### config.mk
export PLATFORM = sky130hd
export DESIGN_NAME = pmst_min_unit
export DESIGN_NICKNAME = d
export VERILOG_FILES = /design/src/rtl/pmst_pkg.sv /design/src/rtl/pmst_min_unit.sv
export SDC_FILE = /design/constraint.sdc
export NUM_CORES = 1
export LEC_CHECK = 0
export ABC_AREA = 1
export BUFFER_PORTS_ARGS = -buffer_cell sky130_fd_sc_hd__buf_2
export CAP_MARGIN = 15
export CORE_MARGIN = 8
export CORE_UTILIZATION = 38
export CTS_CLUSTER_SIZE = 16
export DETAILED_ROUTE_END_ITERATION = 8
export GPL_TIMING_DRIVEN = 0
export PLACE_DENSITY_LB_ADDON = 0.15
export SYNTH_ARGS = -nofsm -noshare
export SYNTH_HDL_FRONTEND = slang
export SYNTH_SLANG_ARGS = --single-unit
### constraint.sdc
create_clock -name clk -period 2.3 [get_ports clk]
set_input_delay 0.69 -clock clk [delete_from_list [all_inputs] [get_ports clk]]
set_output_delay 0.69 -clock clk [all_outputs]
set_load 0.05 [all_outputs]
### src/rtl/pmst_pkg.sv
`timescale 1ns / 1ps
`default_nettype none
// ----------------------------------------------------------------------------
// pmst_pkg: shared types and constants for the dense Prim tree block
// Sizes, item kinds, register indexes and sequencer states.
// ----------------------------------------------------------------------------
package pmst_pkg;
	localparam int MAX_VERTICES = 32;
	localparam int WEIGHT_BITS  = 16;
	localparam int VB           = $clog2(MAX_VERTICES);
	localparam int CB           = VB + 1;
	localparam int TB           = 21;
	localparam int PAIRS        = MAX_VERTICES * MAX_VERTICES;
	localparam int AB           = 2 * VB;
	localparam logic [TB-1:0] TOTAL_MAX = {TB{1'b1}};

	typedef enum logic [1:0] {
		KIND_CLEAR = 2'd0,
		KIND_WRITE = 2'd1,
		KIND_RUN   = 2'd2,
		KIND_NONE  = 2'd3
	} kind_t;

	localparam logic [0:0] REG_VCOUNT = 1'b0;
	localparam logic [0:0] REG_START  = 1'b1;

	typedef enum logic [3:0] {
		ST_IDLE, ST_WR2, ST_CLR, ST_INIT, ST_SCAN, ST_LAST, ST_DECIDE, ST_EMIT,
		ST_WAIT
	} state_t;

	// candidate compare request to the shared unit
	typedef struct packed {
		logic                   valid;
		logic [WEIGHT_BITS-1:0] w;
		logic [VB-1:0]          j;
	} cand_t;
endpackage
`default_nettype wire

### src/rtl/pmst_min_unit.sv
`timescale 1ns / 1ps
`default_nettype none
// ----------------------------------------------------------------------------
// pmst_min_unit: shared running minimum
// One weight compare per cycle; keeps the first strictly smaller candidate.
// ----------------------------------------------------------------------------
module pmst_min_unit (
	input  wire logic                            clk,
	input  wire logic                            arst_n,
	input  wire logic                            clear,
	input  wire pmst_pkg::cand_t                 cand,
	output logic                                 found,
	output logic [pmst_pkg::WEIGHT_BITS-1:0]     best,
	output logic [pmst_pkg::VB-1:0]              pick
);
	import pmst_pkg::*;
	logic take;
	assign take = cand.valid && (!found || cand.w < best);

	always_ff @(posedge clk or negedge arst_n) begin
		if (!arst_n) begin
			found <= 1'b0;
		end else if (clear) begin
			found <= 1'b0;
		end else if (take) begin
			found <= 1'b1;
		end
	end

	always_ff @(posedge clk) begin
		if (take && !clear) begin
			best <= cand.w;
			pick <= cand.j;
		end
	end
endmodule
`default_nettype wire

After elaboration in Yosys (flattened, before gate mapping):

Index checks and enable logic that the tools add are counted.
Widths: inputs -> output; s select.

* flip-flop bits (word level): 22
* logic and storage cells: 12
* input port bits: 25
* output and inout port bits: 22

* order comparisons: 1
* muxes and demuxes: 2
* reductions and logical operators: 6

Operators by type and width (number)
* $lt 16x16->1: 1
* $logic_and 1x1->1: 2
* $logic_not 1->1: 2
* $mux 1: 2
* $reduce_bool 2->1: 1
* $logic_or 1x1->1: 1

Depth between registers and ports, before layout:

Gate-level depths: netlist of run 1.

* depth after elaboration: 5
* depth in mapped cells: 11
* mapped depth without buffers: 11

Worst setup path after synthesis of run 1:

OpenSTA, ideal clock, no wires.

* path kind: register to register
* start: register best[5] in the netlist's numbering
* end: register best[0] in the netlist's numbering, enable pin
* setup slack: -170 ps
* cell stages (with the launch flop): 10
* required time: 1915 ps
* clock period less this slack: 2470 ps
* library setup time: 385 ps
* arrival time: 2085 ps
* path buffers: 0
* cells stage by stage: edfxtp_1 -> inv_1 -> ha_1 -> a21oi_1 -> nor2_1 -> nor3_2 -> nand2_1 -> nand2_1 -> nand2_1 -> a21oi_2

* word-level cells in the longest chain between the ends: 4

Ends and longest elaborated chain
* start: declaration: line pmst_min_unit.sv:13 `output logic [pmst_pkg::WEIGHT_BITS-1:0] best,`
* start signal: assignment: line pmst_min_unit.sv:32 `best <= cand.w;`
* $lt 16x16->1: line pmst_min_unit.sv:18 `assign take = cand.valid && (!found || cand.w < best);`
* $logic_or 1x1->1: line pmst_min_unit.sv:18
* $logic_and 1x1->1: line pmst_min_unit.sv:18
* $logic_and 1x1->1: line pmst_min_unit.sv:31 `if (take && !clear) begin`

Every way passes these cells.
A chain may end at the register's enable or synchronous reset.

Worst setup path after layout of run 1:

* start: input port cand[10] in the netlist's numbering
* end: register best[4] in the netlist's numbering, enable pin

* word-level cells in the longest chain between the ends: 4

Ends and longest elaborated chain
* start: declaration: line pmst_min_unit.sv:11 `input wire pmst_pkg::cand_t cand,`
* $lt 16x16->1: line pmst_min_unit.sv:18
* $logic_or 1x1->1: line pmst_min_unit.sv:18
* $logic_and 1x1->1: line pmst_min_unit.sv:18
* $logic_and 1x1->1: line pmst_min_unit.sv:31

Every way passes these cells.

==> results of run 1 <==
## cell families after synthesis
logic type	Yosys count	share of synthesized area (%)
AO/OA/AOI/OAI	11	5.76
adder cells (fa/ha/maj)	15	17.3
buffers and inverters	23	7.95
flip-flops	22	60.4
AND/OR/NAND/NOR	22	8.64
## worst max-delay path, stage by stage
cell and delay, ns:
buf_2 0.11, ha_1 0.30, a21oi_1 0.14, nor2_1 0.06
nor3_2 0.10, nand2_1 0.08, nand2_1 0.06, nand2_1 0.14
a21oi_4 0.40
## per-layer routing
layer / global-route usage, % / share of wire, % / wire length [um]
met4: 4.10 / 0.84 / 19
met1: 9.87 / 44 / 984
met5: 0 / 0 / 0
met3: 3.58 / 7.0 / 158
met2: 15.3 / 49 / 1100
## what timing repair did
action,4_1_cts,5_1_grt
endpoints found under the setup margin,0,21
resized for setup,0,1
hold endpoints to repair,0,0
## path summary, 6_finish.rpt
kind / cells past startpoint / end / from / slack [ns]
hold reg to reg: 2 / found / found / 0.65
setup reg to reg: 9 / best[4] / best[5] / 0.30
min in group clk: 2 / found / clear / 0.52
hold / removal: 1 / found / arst_n / 0.12
setup / recovery: 9 / best[4] / cand[10] / 0.20
max in group asynchronous: 1 / found / arst_n / 2.10
## through the flow
step / setup slack [ns] / hold slack [ns] / setup TNS (ns) / util [%]
after CTS: 0.0350 / 0.114 / 0 / 51.2
after global routing: 0.0322 / 0.0894 / 0 / 51.8
final: 0.197 / 0.124 / 0 / 51.8
after global placement: -0.281 / 0.465 / -5.89 / 49.8
after detailed placement: -0.304 / 0.466 / -6.36 / 49.8
after floorplan: 0.0577 / 0.394 / 0 / -
## power by group through the flow
stage	Clock (mW)	Sequential [mW]	Combinational (mW)
after floorplan	0	0.539	0.0555
after global placement	0	0.477	0.168
after detailed placement	0	0.478	0.171
after CTS	0.224	0.469	0.172
after global routing	0.243	0.472	0.192
final	0.215	0.470	0.173
## registers in the layout, summed over array words and instances (netlist names)
register,count
pick,5
found,1
best,16
## cell usage after synthesis
cell type,number
a21oi_1,7
a21oi_2,2
dfrtp_1,1
edfxtp_1,21
ha_1,15
inv_1,23
nand2_1,16
nand3_1,1
nor2_1,2
nor3_1,1
nor3_2,1
o21ai_0,2
or2_2,1
## cells in the final DEF, fill, tap and decap left out, drive strengths merged
| cell | netlist | final |
|---|---|---|
| a21oi | 9 | 10 |
| buf | 0 | 46 |
| clkbuf | 0 | 4 |
| dfrtp | 1 | 1 |
| edfxtp | 21 | 21 |
| ha | 15 | 15 |
| inv | 23 | 23 |
| nand2 | 16 | 16 |
| nand3 | 1 | 1 |
| nor2 | 2 | 2 |
| nor3 | 2 | 2 |
| o21ai | 2 | 2 |
| or2 | 1 | 1 |
## cell type report
cell class	instances	area share, %
clock buffers	4	2.56
inverters	23	6.10
multi-input cells	49	26.0
flip-flops and latches	22	46.3
well taps	31	2.74
repair buffers	46	16.3
==> results by group, run 1 <==
Status
  • Outcome: finished clean

GRT
  • Initial antenna violation count: 0
  • Largest net degree at the start of global routing: 22
  • Gr ovfl total: 0
  • Vias in the first global route: 820
  • GRT Util Overall: 9.12%
  • First-pass GRT wire length: 3620 um

Pwr
  • Max VDD drop: 0.000317 V
  • Internal Pwr Total: 0.610 mW
  • Switching part of the total: 28.9%
  • Sequential share of power: 54.7%
  • Leakage: 0.727 nW
  • Combinational group share of total power: 20.1%
  • Power per Cell Area: 606 nW/um^2
  • Sw power: 0.247 mW
  • Final Power: 0.858 mW
  • Clock power frac: 25.1%

Yosys
  • Cell variety after synth: 13
  • Dominant cell type by area after synthesis: edfxtp_1
  • Area contributors post-synth: edfxtp_1 (58%), ha_1 (17%), inv_1 (7.9%), nand2_1 (5.5%), a21oi_1 (3.2%)
  • Synth Register Bits: 22
  • Yosys warns: 0
  • Post-synth top area share: 58.1%
  • Average cell area after synthesis: 11.7 um^2
  • Synth Cell Area: 1090 um^2
  • Post-synthesis sequential area ratio: 60.4%
  • Syn nets: 133
  • Cells after Synth: 93

Routing
  • DR WL/cell: 12.9 um
  • DRC violations left: 0
  • Via density: 4.47
  • Via Count: 783
  • Routed wire length: 2260 um
  • Final ANT Viol Nets: 0
  • DRT iter0 DRCs: 46
  • Initial DRT Pass Iterations: 3

Layout
  • Storage element area: 656 um^2
  • Fillers: 257
  • Final non-filler cell total: 175
  • Total Nets Final: 185
  • Final instance area: 1420 um^2
  • Share of layout cells above drive strength 1: 38.2%
  • Area added between synthesis and finish: 30.3%
  • Multi-input gate area: 368 um^2
  • N_diodes: 0

Floorplanning
  • Core region area: 2730 um^2
  • Initial Utilization: 39.7%
  • # rows: 19
  • Die W: 69.5 um
  • Die H: 69.5 um
  • Top Ports: 47
  • Die ar.: 4820 um^2

STA
  • Tcrit/Tclk final: 91.4%
  • F_max: 476 MHz
  • Final hold violation count: 0
  • Tmin final: 2.10 ns
  • Max-slew violation count: 0
  • Fin Clk Skew: 0.00886 ns
  • RSZ-0062 raised after global routing: no
  • # setup viols final: 0
  • Slew HR: 73.8%
  • Actual slew at the worst max-slew pin: 0.393 ns

Worst setup path
  • Data required time of the worst path: 2.27 ns
  • Worst Setup End Kind: register
  • CP max FO: 11
  • Startpoint class of the critical path: input pin
  • CP arrival: 2.08 ns
  • Crit Path Class: input pin to register

Placement
  • Placed Cells: 170
  • IO buf count: 46
  • GPL Wtd Cong: 0.700
  • Post-detail-place hpwl: 1800 um
  • Cell Area, Placed: 1360 um^2

Min path
  • Worst hold path class: input pin to async pin

Clocking
  • CTS Buf Count: 3
  • Clock-pin slew on the worst setup and hold paths: 0.13 ns
  • Hold-fix buffers, CTS: 0
  • Postcts setup bufs: 0
  • Worst-Skew Late Latency: 0.30 ns
  • CTS tree: done
  • Clock sink count: 22
  • H-tree levels: 1
  • Root Buffer: clkbuf_4
  • Max Buffers Root-to-Sink: 2

Run
  • Total of max-cap violations: 0
(Power assumes the default switching activity.)
==> inputs of run 2 (changes only) <==
Settings changed: GPL_TIMING_DRIVEN 0 to not set.
==> run 2 against run 1 <==
Effect of this change:
- first-iteration DRC count is 59% lower
- total power is 9.0% higher
- clock skew shrank 0.0082 ns
- design area rose by 1.6%
- count of clock-buffer cells in the layout decreased by 1
- largest power group unchanged
- critical path type unchanged
- routed wire length shrank 1.8%
- combinational power about the same
- critical path depth grew 1
==> results by group, run 2 (synthesis gave the netlist of run 1 again) <==
Status
  • Outcome: finished clean (unchanged)

Floorplanning
  • Die ar.: 4820 um^2 (unchanged)
  • Core region area: 2730 um^2 (unchanged)
  • Die H: 69.5 um (unchanged)
  • Die W: 69.5 um (unchanged)
  • # rows: 19 (unchanged)
  • Top Ports: 47 (unchanged)
  • Initial Utilization: 39.7% (unchanged)

Routing
  • DRT iter0 DRCs: 19 (was 46)
  • Final ANT Viol Nets: 0 (unchanged)
  • DR WL/cell: 12.6 um (was 12.9 um)
  • Initial DRT Pass Iterations: 4 (was 3)
  • Via density: 4.49 (was 4.47)
  • DRC violations left: 0 (unchanged)
  • Routed wire length: 2220 um (was 2260 um)
  • Via Count: 794 (was 783)

Layout
  • Largest reg by FF count: best (unchanged)
  • Area added between synthesis and finish: 32.4% (was 30.3%)
  • Multi-input gate area: 352 um^2 (was 368 um^2)
  • Share of layout cells above drive strength 1: 39.0% (was 38.2%)
  • Most frequent cells in the layout: buf_2 (46), inv_1 (23), edfxtp_1 (21), nand2_1 (16), ha_1 (15) (unchanged)
  • Regs by FF count: best (16), pick (5), found (1) (unchanged)
  • Max reg flops: 16 (unchanged)
  • Commonest non-fill, non-tap cell in the layout: buf_2 (unchanged)
  • Total Nets Final: 187 (was 185)
  • Storage element area: 656 um^2 (unchanged)
  • Final non-filler cell total: 177 (was 175)
  • Fillers: 248 (was 257)
  • N_diodes: 0 (unchanged)

Min path
  • Worst hold path class: input pin to async pin (unchanged)

Clocking
  • CTS resizes: 0 (unchanged)
  • Clock sink count: 22 (unchanged)
  • Worst-Skew Late Latency: 0.31 ns (was 0.30 ns)
  • Max Buffers Root-to-Sink: 2 (unchanged)
  • CTS Buf Count: 3 (unchanged)
  • Root Buffer: clkbuf_4 (unchanged)
  • H-tree levels: 1 (unchanged)
  • Clock-pin slew on the worst setup and hold paths: 0.12 ns (was 0.13 ns)
  • CTS tree: done (unchanged)
  • Hold-fix buffers, CTS: 0 (unchanged)
  • Postcts setup bufs: 0 (unchanged)

STA
  • Fin Clk Skew: 0.000702 ns (was 0.00886 ns)
  • Setup TNS: 0 ns (unchanged)
  • Actual slew at the worst max-slew pin: 0.241 ns (was 0.393 ns)
  • Tmin final: 1.95 ns (was 2.10 ns)
  • RSZ-0062 raised after global routing: no (unchanged)
  • Tcrit/Tclk final: 84.8% (was 91.4%)
  • Max-slew violation count: 0 (unchanged)
  • F_max: 513 MHz (was 476 MHz)
  • # setup viols final: 0 (unchanged)
  • Final hold violation count: 0 (unchanged)
  • Hold WS: 0.128 ns (was 0.124 ns)
  • Slew HR: 83.8% (was 73.8%)

GRT
  • GR met2 Demand/Resource: 15.2% (was 15.3%)
  • GRT Util Overall: 9.28% (was 9.12%)
  • Gr ovfl total: 0 (unchanged)
  • Routing usage on met3: 5.87% (was 3.58%)
  • First-pass GRT wire length: 3740 um (was 3620 um)
  • Largest net degree at the start of global routing: 14 (was 22)
  • Busiest grt layer: met2 (unchanged)
  • Vias in the first global route: 838 (was 820)
  • Grt met1 use: 10.1% (was 9.87%)
  • Initial antenna violation count: 0 (unchanged)

Run
  • Total of max-cap violations: 0 (unchanged)

Worst setup path
  • CP arrival: 1.98 ns (was 2.08 ns)
  • Data required time of the worst path: 2.33 ns (was 2.27 ns)
  • Worst Setup End Kind: register (unchanged)
  • Startpoint class of the critical path: input pin (unchanged)
  • Crit Path Class: input pin to register (unchanged)
  • CP max FO: 10 (was 11)
  • Flop2flop setup slack: 0.44 ns (was 0.30 ns)

Placement
  • Post-detail-place hpwl: 1900 um (was 1800 um)
  • GPL Wtd Cong: 0.695 (was 0.700)
  • IO buf count: 46 (unchanged)
  • Placed Cells: 173 (was 170)

Pwr
  • Final Power: 0.935 mW (was 0.858 mW)
  • Power per Cell Area: 650 nW/um^2 (was 606 nW/um^2)
  • Leakage: 0.746 nW (was 0.727 nW)
  • Max VDD drop: 0.000706 V (was 0.000317 V)
-- run 2: per-layer routing --
layer / routed length, um / vias to the layer above
met5: 0 / -
met4: 10 / 0
li1: - / 412
met2: 1090 / 32
met1: 873 / 348
met3: 246 / 2
-- run 2: worst paths after layout --
kind                          start      end  cells after the start
hold / removal               arst_n    found                      1
setup / recovery           cand[10]  best[1]                     10
setup reg to reg            best[5]  best[1]                     10
max in group asynchronous    arst_n    found                      1
hold reg to reg               found    found                      2
min in group clk              clear    found                      2
-- run 2: metrics by stage --
step / setup WS (ns) / util, % / area [um^2]
finish: 0.350 / 52.6 / 1440
floorplan: 0.0577 / - / 1090
CTS: 0.340 / 52.6 / 1440
detailed placement: 0.0276 / 50.7 / 1390
global placement: 0.0672 / 50.7 / 1390
global route: 0.231 / 52.6 / 1440
-- run 2: where the power goes --
part / switching (mW) / total [mW] / internal, mW
Sequential: 0.00810 / 0.469 / 0.461
Combinational: 0.118 / 0.174 / 0.0557
Clock: 0.116 / 0.292 / 0.176
Total: 0.242 / 0.935 / 0.693
-- run 2: critical path, stage by stage --
cell and delay (ns):
buf_2 0.11, ha_1 0.30, a21oi_1 0.13, nor2_1 0.06, nor3_2 0.09, nand2_1 0.08
nand2_1 0.06, nand2_1 0.09, a21oi_4 0.16, buf_4 0.21
-- run 2: cell type report --
| type | instances | area share, % |
|---|---|---|
| timing repair buffer | 49 | 17.6 |
| clock inverter | 1 | 2.09 |
| sequential | 22 | 45.6 |
| tap | 31 | 2.70 |
| inverter | 23 | 6.01 |
| clock buffer | 3 | 1.57 |
| multi-input combinational | 48 | 24.5 |
